[src/rtl/core/obts_pkg.sv]
// Shared constants for the one-button time setter.
`default_nettype none
package obts_pkg;

  localparam int unsigned BLINK_SHIFT = 8;

  localparam int unsigned CFG_ADDR_W = 3;
  localparam int unsigned CFG_DATA_W = 32;

  // configuration register word index (paddr[2])
  typedef enum logic {
    REG_LONG_PRESS   = 1'b0,
    REG_IDLE_TIMEOUT = 1'b1
  } cfg_reg_t;

  typedef enum logic {
    REQ_TICK  = 1'b0,
    REQ_START = 1'b1
  } req_type_t;

  localparam logic [15:0] LONG_PRESS_RESET   = 16'd1000;
  localparam logic [15:0] IDLE_TIMEOUT_RESET = 16'd10000;
  localparam logic [15:0] PRESS_MAX          = 16'hffff;
  localparam logic [4:0]  HOUR_WRAP          = 5'd24;
  localparam logic [5:0]  MINUTE_WRAP        = 6'd60;
  localparam logic [1:0]  MASK_BOTH          = 2'b11;
  localparam logic [1:0]  MASK_HOUR          = 2'b01;
  localparam logic [1:0]  MASK_MINUTE        = 2'b10;

endpackage
`default_nettype wire

[src/rtl/core/one_button_time_setter.sv]
// One-button time setter: setting-mode state, key press handling and result register.
//
//  channel | direction | handshake                  | payload
//  in_     | input     | in_valid / in_stall        | req_type, key_down, start_hour, start_minute
//  out_    | output    | out_valid / out_stall      | hour_now, minute_now, refresh, show_mask,
//          |           |                            | setting_active, done_res
//  cfg     | input     | psel/penable/pwrite/pready | paddr, pwdata, prdata
//
// One request per cycle while in_stall is low: the state update and the result are computed in one pass
// and are written into the result register when the request is accepted.
// in_stall is high only while a result is held in the result register and out_stall is high.
// Synchronous active-low reset: setting mode off, time 00:00, configuration registers at defaults.
`default_nettype none
module one_button_time_setter (
  input  wire logic                               clk,
  input  wire logic                               rst_n,
  // request channel
  input  wire logic                               in_valid,
  output logic                                    in_stall,
  input  wire logic                               in_req_type,
  input  wire logic                               in_key_down,
  input  wire logic [4:0]                         in_start_hour,
  input  wire logic [5:0]                         in_start_minute,
  // result channel
  output logic                                    out_valid,
  input  wire logic                               out_stall,
  output logic [4:0]                              out_hour_now,
  output logic [5:0]                              out_minute_now,
  output logic                                    out_refresh,
  output logic [1:0]                              out_show_mask,
  output logic                                    out_setting_active,
  output logic                                    out_done_res,
  // configuration
  input  wire logic                               psel,
  input  wire logic                               penable,
  input  wire logic                               pwrite,
  input  wire logic [obts_pkg::CFG_ADDR_W-1:0]    paddr,
  input  wire logic [obts_pkg::CFG_DATA_W-1:0]    pwdata,
  output logic [obts_pkg::CFG_DATA_W-1:0]         prdata,
  output logic                                    pready
);

  // configuration registers
  logic [15:0] long_press_r;
  logic [15:0] idle_timeout_r;
  logic        cfg_wr;
  obts_pkg::cfg_reg_t cfg_sel;

  // setting-mode state
  logic        active_r,     active_nxt;
  logic [4:0]  hour_r,       hour_nxt;
  logic [5:0]  minute_r,     minute_nxt;
  logic [15:0] idle_r,       idle_nxt;
  logic [15:0] press_r,      press_nxt;
  logic        latched_r,    latched_nxt;
  logic        min_sel_r,    min_sel_nxt;
  logic [1:0]  blink_r,      blink_nxt;

  // result register
  logic        out_valid_r;
  logic [4:0]  res_hour_r;
  logic [5:0]  res_minute_r;
  logic        res_refresh_r, res_refresh_nxt;
  logic [1:0]  res_mask_r,    res_mask_nxt;
  logic        res_done_r,    res_done_nxt;

  logic        in_fire;

  // working values of the tick path
  logic        release_key;
  logic        long_press;
  logic        bump;
  logic        sel_t;
  logic [1:0]  blink_t;
  logic [15:0] idle_t;
  logic        latched_t;
  logic [15:0] press_t;
  logic [4:0]  hour_inc;
  logic [5:0]  minute_inc;
  logic [16:0] idle_next_wide;

  assign pready  = 1'b1;
  assign cfg_wr  = psel & penable & pwrite & pready;
  assign cfg_sel = obts_pkg::cfg_reg_t'(paddr[2]);

  always_ff @(posedge clk) begin
    if (!rst_n) begin
      long_press_r   <= obts_pkg::LONG_PRESS_RESET;
      idle_timeout_r <= obts_pkg::IDLE_TIMEOUT_RESET;
    end else if (cfg_wr) begin
      unique case (cfg_sel)
        obts_pkg::REG_LONG_PRESS:   long_press_r   <= pwdata[15:0];
        obts_pkg::REG_IDLE_TIMEOUT: idle_timeout_r <= pwdata[15:0];
        default: ;
      endcase
    end
  end

  always_comb begin
    unique case (cfg_sel)
      obts_pkg::REG_LONG_PRESS:   prdata = {16'd0, long_press_r};
      obts_pkg::REG_IDLE_TIMEOUT: prdata = {16'd0, idle_timeout_r};
      default:                    prdata = '0;
    endcase
  end

  // accept while the result register is free or being drained
  assign in_stall = out_valid_r & out_stall;
  assign in_fire  = in_valid & ~in_stall;

  always_comb begin
    release_key = ~in_key_down & latched_r;
    long_press  = press_r > long_press_r;
    bump        = release_key & ~long_press;

    sel_t   = (release_key & long_press) ? ~min_sel_r : min_sel_r;
    blink_t = (release_key & long_press) ? obts_pkg::MASK_BOTH : blink_r;
    idle_t  = bump ? 16'd0 : idle_r;

    hour_inc   = hour_r + 5'd1;
    if (hour_inc >= obts_pkg::HOUR_WRAP) hour_inc = 5'd0;
    minute_inc = minute_r + 6'd1;
    if (minute_inc >= obts_pkg::MINUTE_WRAP) minute_inc = 6'd0;

    latched_t = release_key ? 1'b0 : latched_r;
    press_t   = press_r;
    if (in_key_down && !latched_t) begin
      latched_t = 1'b1;
      press_t   = 16'd0;
    end

    idle_next_wide = {1'b0, idle_t} + 17'd1;

    // defaults: idle tick, nothing changes
    active_nxt      = active_r;
    hour_nxt        = hour_r;
    minute_nxt      = minute_r;
    idle_nxt        = idle_r;
    press_nxt       = press_r;
    latched_nxt     = latched_r;
    min_sel_nxt     = min_sel_r;
    blink_nxt       = blink_r;
    res_refresh_nxt = 1'b0;
    res_mask_nxt    = 2'b00;
    res_done_nxt    = 1'b0;

    if (in_req_type == obts_pkg::REQ_START) begin
      active_nxt      = 1'b1;
      hour_nxt        = in_start_hour;
      minute_nxt      = in_start_minute;
      idle_nxt        = 16'd0;
      press_nxt       = 16'd0;
      latched_nxt     = 1'b0;
      min_sel_nxt     = 1'b0;
      blink_nxt       = obts_pkg::MASK_BOTH;
      res_refresh_nxt = 1'b1;
      res_mask_nxt    = obts_pkg::MASK_BOTH;
    end else if (active_r) begin
      if (bump && min_sel_r)  minute_nxt = minute_inc;
      if (bump && !min_sel_r) hour_nxt   = hour_inc;
      min_sel_nxt = sel_t;
      latched_nxt = latched_t;
      blink_nxt   = blink_t;
      if (idle_t[obts_pkg::BLINK_SHIFT-1:0] == '0) begin
        res_refresh_nxt = 1'b1;
        res_mask_nxt    = blink_t;
        blink_nxt       = blink_t ^ (sel_t ? obts_pkg::MASK_MINUTE : obts_pkg::MASK_HOUR);
      end
      press_nxt = (latched_t && press_t != obts_pkg::PRESS_MAX) ? press_t + 16'd1 : press_t;
      idle_nxt  = idle_next_wide[15:0];
      if (idle_next_wide >= {1'b0, idle_timeout_r}) begin
        active_nxt   = 1'b0;
        res_done_nxt = 1'b1;
      end
    end
  end

  always_ff @(posedge clk) begin
    if (!rst_n) begin
      active_r  <= 1'b0;
      hour_r    <= 5'd0;
      minute_r  <= 6'd0;
      idle_r    <= 16'd0;
      press_r   <= 16'd0;
      latched_r <= 1'b0;
      min_sel_r <= 1'b0;
      blink_r   <= obts_pkg::MASK_BOTH;
    end else if (in_fire) begin
      active_r  <= active_nxt;
      hour_r    <= hour_nxt;
      minute_r  <= minute_nxt;
      idle_r    <= idle_nxt;
      press_r   <= press_nxt;
      latched_r <= latched_nxt;
      min_sel_r <= min_sel_nxt;
      blink_r   <= blink_nxt;
    end
  end

  always_ff @(posedge clk) begin
    if (!rst_n) begin
      out_valid_r <= 1'b0;
    end else if (in_fire) begin
      out_valid_r <= 1'b1;
    end else if (!out_stall) begin
      out_valid_r <= 1'b0;
    end
  end

  always_ff @(posedge clk) begin
    if (in_fire) begin
      res_hour_r    <= hour_nxt;
      res_minute_r  <= minute_nxt;
      res_refresh_r <= res_refresh_nxt;
      res_mask_r    <= res_mask_nxt;
      res_done_r    <= res_done_nxt;
    end
  end

  assign out_valid          = out_valid_r;
  assign out_hour_now       = res_hour_r;
  assign out_minute_now     = res_minute_r;
  assign out_refresh        = res_refresh_r;
  assign out_show_mask      = res_mask_r;
  assign out_setting_active = active_r;
  assign out_done_res       = res_done_r;

  // a show mask only comes with a refresh
  a_mask_needs_refresh: assert property (@(posedge clk) disable iff (!rst_n)
    out_valid && !out_refresh |-> out_show_mask == 2'b00)
    else $error("show_mask set without refresh");

  // done means setting mode just ended
  a_done_ends_setting: assert property (@(posedge clk) disable iff (!rst_n)
    out_valid && out_done_res |-> !out_setting_active)
    else $error("done with setting mode still active");

  // an accepted request always leaves a result behind
  a_accept_gives_result: assert property (@(posedge clk) disable iff (!rst_n)
    in_valid && !in_stall |=> out_valid)
    else $error("accepted request produced no result");

  // a start request always enters setting mode
  a_start_activates: assert property (@(posedge clk) disable iff (!rst_n)
    in_valid && !in_stall && in_req_type |=> out_setting_active && out_refresh)
    else $error("start request did not enter setting mode");

endmodule
`default_nettype wire

[config.mk]
export PLATFORM = sky130hd
export DESIGN_NAME = one_button_time_setter
export DESIGN_NICKNAME = d
export VERILOG_FILES = /design/src/rtl/core/obts_pkg.sv /design/src/rtl/core/one_button_time_setter.sv
export SDC_FILE = /design/constraint.sdc
export NUM_CORES = 1
export LEC_CHECK = 0
export BUFFER_PORTS_ARGS = -buffer_cell sky130_fd_sc_hd__buf_2
export CAP_MARGIN = 30
export CORE_UTILIZATION = 30
export CTS_BUF_LIST = sky130_fd_sc_hd__clkbuf_2 sky130_fd_sc_hd__clkbuf_4 sky130_fd_sc_hd__clkbuf_8
export DETAILED_ROUTE_END_ITERATION = 12
export PLACE_DENSITY = 0.45
export RECOVER_POWER = 25
export SYNTH_ARGS = -nofsm -noshare
export SYNTH_HDL_FRONTEND = slang
export SYNTH_SLANG_ARGS = --single-unit
[constraint.sdc]
create_clock -name clk -period 7 [get_ports clk]
set_input_delay 0.7 -clock clk [delete_from_list [all_inputs] [get_ports clk]]
set_output_delay 0.7 -clock clk [all_outputs]
set_load 0.01 [all_outputs]
==> results of run 1 <==
==> where the power goes <==
part / internal (mW) / leakage (nW) / total (mW) / switching [mW]
sequential: 0.577 / 0.804 / 0.588 / 0.0114
clock: 0.148 / 0.0951 / 0.363 / 0.215
combinational: 0.0417 / 1.74 / 0.129 / 0.0874
==> layer usage <==
layer,part of all wire,GRT usage,vias up
met5,0,0,-
met4,0.012,0.04526,0
met3,0.033,0.02884,18
met2,0.45,0.2808,97
met1,0.51,0.2437,2658
li1,-,-,2905
==> stage by stage <==
step,hold slack [ns],std cells,worst slack (ns),util,total power [mW]
floorplan,0.4363,810,2.199,-,0.6867
global placement,0.4441,1100,1.156,0.3314,0.7333
detailed placement,0.4478,1101,1.135,0.3317,0.7325
CTS,0.4621,1117,1.109,0.3408,1.098
global route,0.4792,1117,0.7719,0.3395,1.137
finish,0.4585,1117,1.126,0.3395,1.080
==> final cells by class <==
type	count	area share
flip-flops and latches	96	0.3016
clock buffers	11	0.02204
clock inverters	5	0.004553
repair buffers	82	0.06046
well taps	270	0.04917
multi-input cells	607	0.5371
inverters	46	0.02513
==> critical path, stage by stage (launching register included) <==
cell	delay, ns
dfxtp_1	0.33
inv_1	0.07
ha_1	0.37
nand4_4	0.16
nor4_4	0.38
a21boi_2	0.31
or4_1	0.55
and3_1	0.31
ha_1	0.25
and3_1	0.27
and3_1	0.29
nand3_1	0.12
xor2_1	0.15
nor3_1	0.31
ha_1	0.32
a21oi_1	0.14
o21ai_0	0.10
a2111oi_0	0.47
a21oi_1	0.12
a211oi_1	0.23
o21ai_1	0.19
and2_1	0.20
==> cells by family after synthesis <==
logic type	after synthesis
mux	2
flops	96
simple gates	313
other cells	2
xor+xnor	21
buf+inv	107
fa+ha+maj	37
compound gates	217
==> registers in the layout, summed over array words and instances, names as in the netlist <==
register / count
blink_r: 2
hour_r: 5
idle_r: 16
idle_timeout_r: 16
latched_r: 1
long_press_r: 16
min_sel_r: 1
minute_r: 6
out_done_res: 1
out_hour_now: 5
out_minute_now: 6
out_refresh: 1
out_setting_active: 1
out_show_mask: 2
out_valid: 1
press_r: 16
==> placed cells by master (no fill, tap or decap), types with 4 or more instances in the layout <==
cell type and n:
inv_1 45, a21oi_1 53, nand4_1 14, nor2b_1 10, nor3b_1 6, dfxtp_1 81, nand2b_1 9, nand3_1 28
a22o_1 6, nor4_1 10, a22oi_1 5, and2_1 5, a32oi_1 8, o21ai_1 25, a221oi_1 5, and3_1 19
a31oi_1 10, o31ai_1 4, a21o_1 7, xnor2_1 13, conb_1 17, xor2_1 8, buf_2 53, nor3_1 14
clkbuf_8 11, o21ai_0 40, o221ai_1 4, buf_4 11, edfxtp_1 15, nor2_1 48, clkbuf_1 18, ha_1 37
o21a_1 4, nand2_1 133, o211ai_1 17
==> how the worst max path moves through the flow <==
stage	slack [ns]	depth (start not counted)	to	startpoint
after CTS	1.11	21	out_done_res	long_press_r[15]
after global routing	0.77	21	out_done_res	long_press_r[15]
after floorplan	2.20	21	out_done_res	long_press_r[15]
after global placement	1.16	21	out_done_res	long_press_r[15]
final	1.13	21	out_done_res	long_press_r[15]
after detailed placement	1.14	21	out_done_res	long_press_r[15]
==> out/qor.yml, run 1 <==
clock_network:
  ctsHoldBuffers: 0
  post_cts_resized: 0
  clockBufferDepth: 2
  h-tree-depth: 3
  clk_pin_slew_ns: 0.10
  cts_sinks: 96
  post_cts_buffers: 0
  cts_tree: "yes"
  numCtsBuffers: 9
  root_buffer: "clkbuf_8"
  worstSkewPairLatency_ns: 0.39
floorplan:
  die_y_um: 145.6
  placementRows: 52
  start_util: 0.3057
  core-area_um2: 20230
  pin_count: 106
  die_w_um: 145.6
  die_area_um2: 21190
hold_path:
  hold_path_class: "flop to flop"
  hold_depth: 2
  hp-start: "long_press_r[12]"
  hold_path_end: "long_press_r[12]"
finish:
  drive_gt1_frac: 0.1145
  syn_to_final_growth_pct: 11.09
  nFillCells: 2182
  diodes: 0
  final_cell_area_um2: 6870
  fin_nets: 934
  multi_input_area_um2: 3690
  seqCellArea_um2: 2072
routing:
  drcViolationCount: 0
  wl_mm: 18.12
  via_count: 5678
  postRouteAntennaNets: 0
  viasPerCell: 5.083
  drt-initial-drc-count: 315
  dr.pass1.iters: 5
  wl_per_cell_um: 16.22
critical_path:
  worst_r2r_endpoint: "out_done_res"
  critical_path_class: "flop to flop"
  startpoint_type: "flop"
  cp_max_fo: 10
  worstSetupEndpointType: "flop"
  rrSetupSlack_ns: 1.13
  cp.arrival_ns: 6.04
  crit_required_ns: 7.16
  r2r_cells: 21
  r2r-start: "long_press_r[15]"
sta:
  finClkSkew_ns: 0.01306
  slew_viol_final: 26
  rsz0062_at_grt: "no"
  finalSetupViolations: 0
  slew_headroom: -0.1051
  fin_crit_sh: 0.8391
  tns_ns: 0
  post-route-min-period_ns: 5.874
  hold_viol_final: 0
  fmax_mhz: 170.2
  worst_pin_slew_ns: 1.658
flow_run:
  drv_cap: 1
global_route:
  grtUsageTotal: 0.1753
  grt_start_max_net_pins: 35
  grt_overflow_total: 0
  antenna_found_initial: 0
  grt_pass1_wl_mm: 29.46
  grt_pass1_vias: 5369
status:
  violations: "capacitance limit, slew limit"
  status: "finished, violations left"
synth:
  synth_edf_count: 15
  synth-xor-area-share: 0.02974
  syn_inst: 795
  async_flop_share: 0
  synth.area.mux_share: 0.003439
  yosysUniqueCellTypes: 70
  synth_top_family_by_area: "simple AND/OR/NAND/NOR gates"
  synth_compound_gate_area_share: 0.2308
  synth_common_cells: "nand2_1, dfxtp_1, a21oi_1"
  yosys.area_share.simple: 0.2474
  synth_flop_cell: "dfxtp_1"
  synth_top_area_frac: 0.2622
  yosys-top-cells-area: "dfxtp_1, nand2_1, ha_1"
  synth_top_cell_by_area: "dfxtp_1"
  ys_seq_elements: 96
  synth_most_common_cell: "nand2_1"
  mappedNetlistArea_um2: 6185
  synth_fa_ha_area_frac: 0.07485
  avgSynthCellArea_um2: 7.779
  ys_seq_area_frac: 0.3350
  yosys_warnings: 0
placed_design:
  dpl.hpwl_mm: 13.32
  placed_cell_area_um2: 6713
  io_buffers: 70
  gp_congestion: 0.8007
pwr:
  power_density_nw_per_um2: 157.2
  max-vdd-ir-drop_uv: 81.35
  p_leak_nw: 2.638
Power figures use the tool's default switching activity.
==> inputs of run 2 (changes only) <==
Settings changed: PLACE_DENSITY 0.45 to 0.47.
Clock period 7 ns to 5.3 ns, I/O delays scaled along.
==> out/qor.yml, run 2 (synthesized netlist as in run 1, its figures left out) <==
status:
  status: "finished, violations left"
  violations: "capacitance limit, slew limit"
floorplan:
  die_y_um: 145.6  # unchanged
  start_util: 0.3057  # unchanged
  core-area_um2: 20230  # unchanged
  placementRows: 52  # unchanged
  die_w_um: 145.6  # unchanged
  die_area_um2: 21190  # unchanged
  pin_count: 106  # unchanged
pwr:
  max-vdd-ir-drop_uv: 124.5  # +53%
  p_total_mw: 1.489  # +38%
  p_leak_nw: 2.690  # +2.0%
  power_density_nw_per_um2: 213.3  # +36%
critical_path:
  rrSetupSlack_ns: 0.27  # -0.85 ns
  startpoint_type: "flop"
  crit_required_ns: 5.46  # -1.70 ns
  cp_max_fo: 4  # -6
  cp.arrival_ns: 5.19  # -0.85 ns
  critical_path_class: "flop to flop"
  worstSetupEndpointType: "flop"
sta:
  finalSetupViolations: 0  # unchanged
  holdWs_ns: 0.3625  # -0.09607 ns
  finClkSkew_ns: 0.01632  # +0.003260 ns
  fmax_mhz: 198.9  # +17%
  slew_viol_final: 26  # unchanged
  fin_crit_sh: 0.9486  # +0.1095
  slew_headroom: -0.02998  # +0.07513
  post-route-min-period_ns: 5.028  # -0.8464 ns
  setup_slack_ns: 0.2724  # -0.8536 ns
  hold_viol_final: 0  # unchanged
  tns_ns: 0  # unchanged
  worst_pin_slew_ns: 1.545  # -0.1127 ns
clock_network:
  cts_tree: "yes"
  post_cts_buffers: 0  # unchanged
  root_buffer: "clkbuf_8"
  worstSkewPairLatency_ns: 0.39  # about the same
  ctsHoldBuffers: 0  # unchanged
  numCtsBuffers: 9  # unchanged
  clk_pin_slew_ns: 0.11  # about the same
  cts_sinks: 96  # unchanged
  clockBufferDepth: 2  # unchanged
  post_cts_resized: 0  # unchanged
  h-tree-depth: 3  # unchanged
flow_run:
  drv_cap: 1  # unchanged
finish:
  syn_to_final_growth_pct: 12.89
  diodes: 0  # unchanged
  final_common_cell: "nand2_1"
  drive_gt1_frac: 0.1290  # +0.01443
  final_cell_area_um2: 6982  # +1.6%
  fin_nets: 940  # +0.64%
  mostFrequentLayoutCells: "nand2_1, dfxtp_1, a21oi_1"
routing:
  wl_per_cell_um: 15.98  # -1.5%
  drcViolationCount: 0  # unchanged
  wl_mm: 17.95  # -0.96%
  postRouteAntennaNets: 0  # unchanged
  via_count: 5748  # +1.2%
  viasPerCell: 5.118  # +0.69%
  drt-initial-drc-count: 408  # +30%
  dr.pass1.iters: 4  # -1
placed_design:
  io_buffers: 70  # unchanged
  gp_congestion: 0.7681  # -4.1%
  placed_cell_area_um2: 6760  # +0.71%
  dpl.hpwl_mm: 12.99  # -2.5%
  pre_cts_ws_ns: 0.1337  # -1.002 ns
global_route:
  grt_pass1_wl_mm: 28.66  # -2.7%
  grtUsageTotal: 0.1713  # -0.003994
  antenna_found_initial: 0  # unchanged
  grt_overflow_total: 0  # unchanged
  grt_start_max_net_pins: 42  # +20%
  grt_pass1_vias: 5289  # -1.5%
hold_path:
  hold_path_class: "input port to flop"
[run 2: cell types whose count changed in the layout (fill, tap and decap cells not counted), sizes merged]
cell,delta
inv,+5
clkinvlp,-1
buf,+6
bufinv,+1
clkbuf,-2
clkinv,-3
[run 2: worst paths after layout]
| check | start | to | cells after the start |
|---|---|---|---|
| max | long_press_r[14] | out_done_res | 20 |
| min | in_valid | out_valid | 2 |
| max reg2reg | long_press_r[14] | out_done_res | 20 |
| min reg2reg | long_press_r[12] | long_press_r[12] | 2 |
[run 2: area by class of cell]
cell class / count / area [um2]
Tap cell: 270 / 337.8
Multi-Input combinational cell: 607 / 3730
Fill cell: 2215 / 13250
Inverter: 46 / 172.7
Sequential cell: 96 / 2072
Timing Repair Buffer: 88 / 462.9
Clock inverter: 7 / 82.58
Clock buffer: 9 / 123.9
[run 2: critical path, stage by stage (launching register included)]
cell and delay, ns:
dfxtp_1 0.34, inv_1 0.06, ha_1 0.34, nand4_4 0.15, nor2_1 0.06, or3_4 0.39
or4_1 0.51, and3_1 0.20, ha_1 0.21, and3_1 0.20, and3_1 0.24, and3_4 0.21
and3_1 0.22, xnor2_1 0.17, nor2_1 0.07, ha_1 0.33, a2111oi_2 0.35, a21oi_1 0.12
a211oi_2 0.30, o21ai_2 0.13, and2_1 0.17
[run 2: per-layer routing]
layer,GRT usage,part of all wire,vias up
li1,-,-,2928
met1,0.2374,0.50,2693
met2,0.2784,0.46,115
met3,0.02539,0.035,12
met4,0.04263,0.0088,0
met5,0,0,-
[run 2: power breakdown]
group / switching [mW] / leakage [nW] / internal, mW
Combinational: 0.112 / 1.78 / 0.0544
Sequential: 0.0177 / 0.804 / 0.762
Clock: 0.315 / 0.107 / 0.228
Total: 0.444 / 2.69 / 1.04
[run 2: stage by stage]
step	utilization	std cells
after global placement	0.3341	1107
after floorplan	-	810
after global routing	0.3450	1123
after detailed placement	0.3341	1107
after CTS	0.3443	1123
final	0.3450	1123
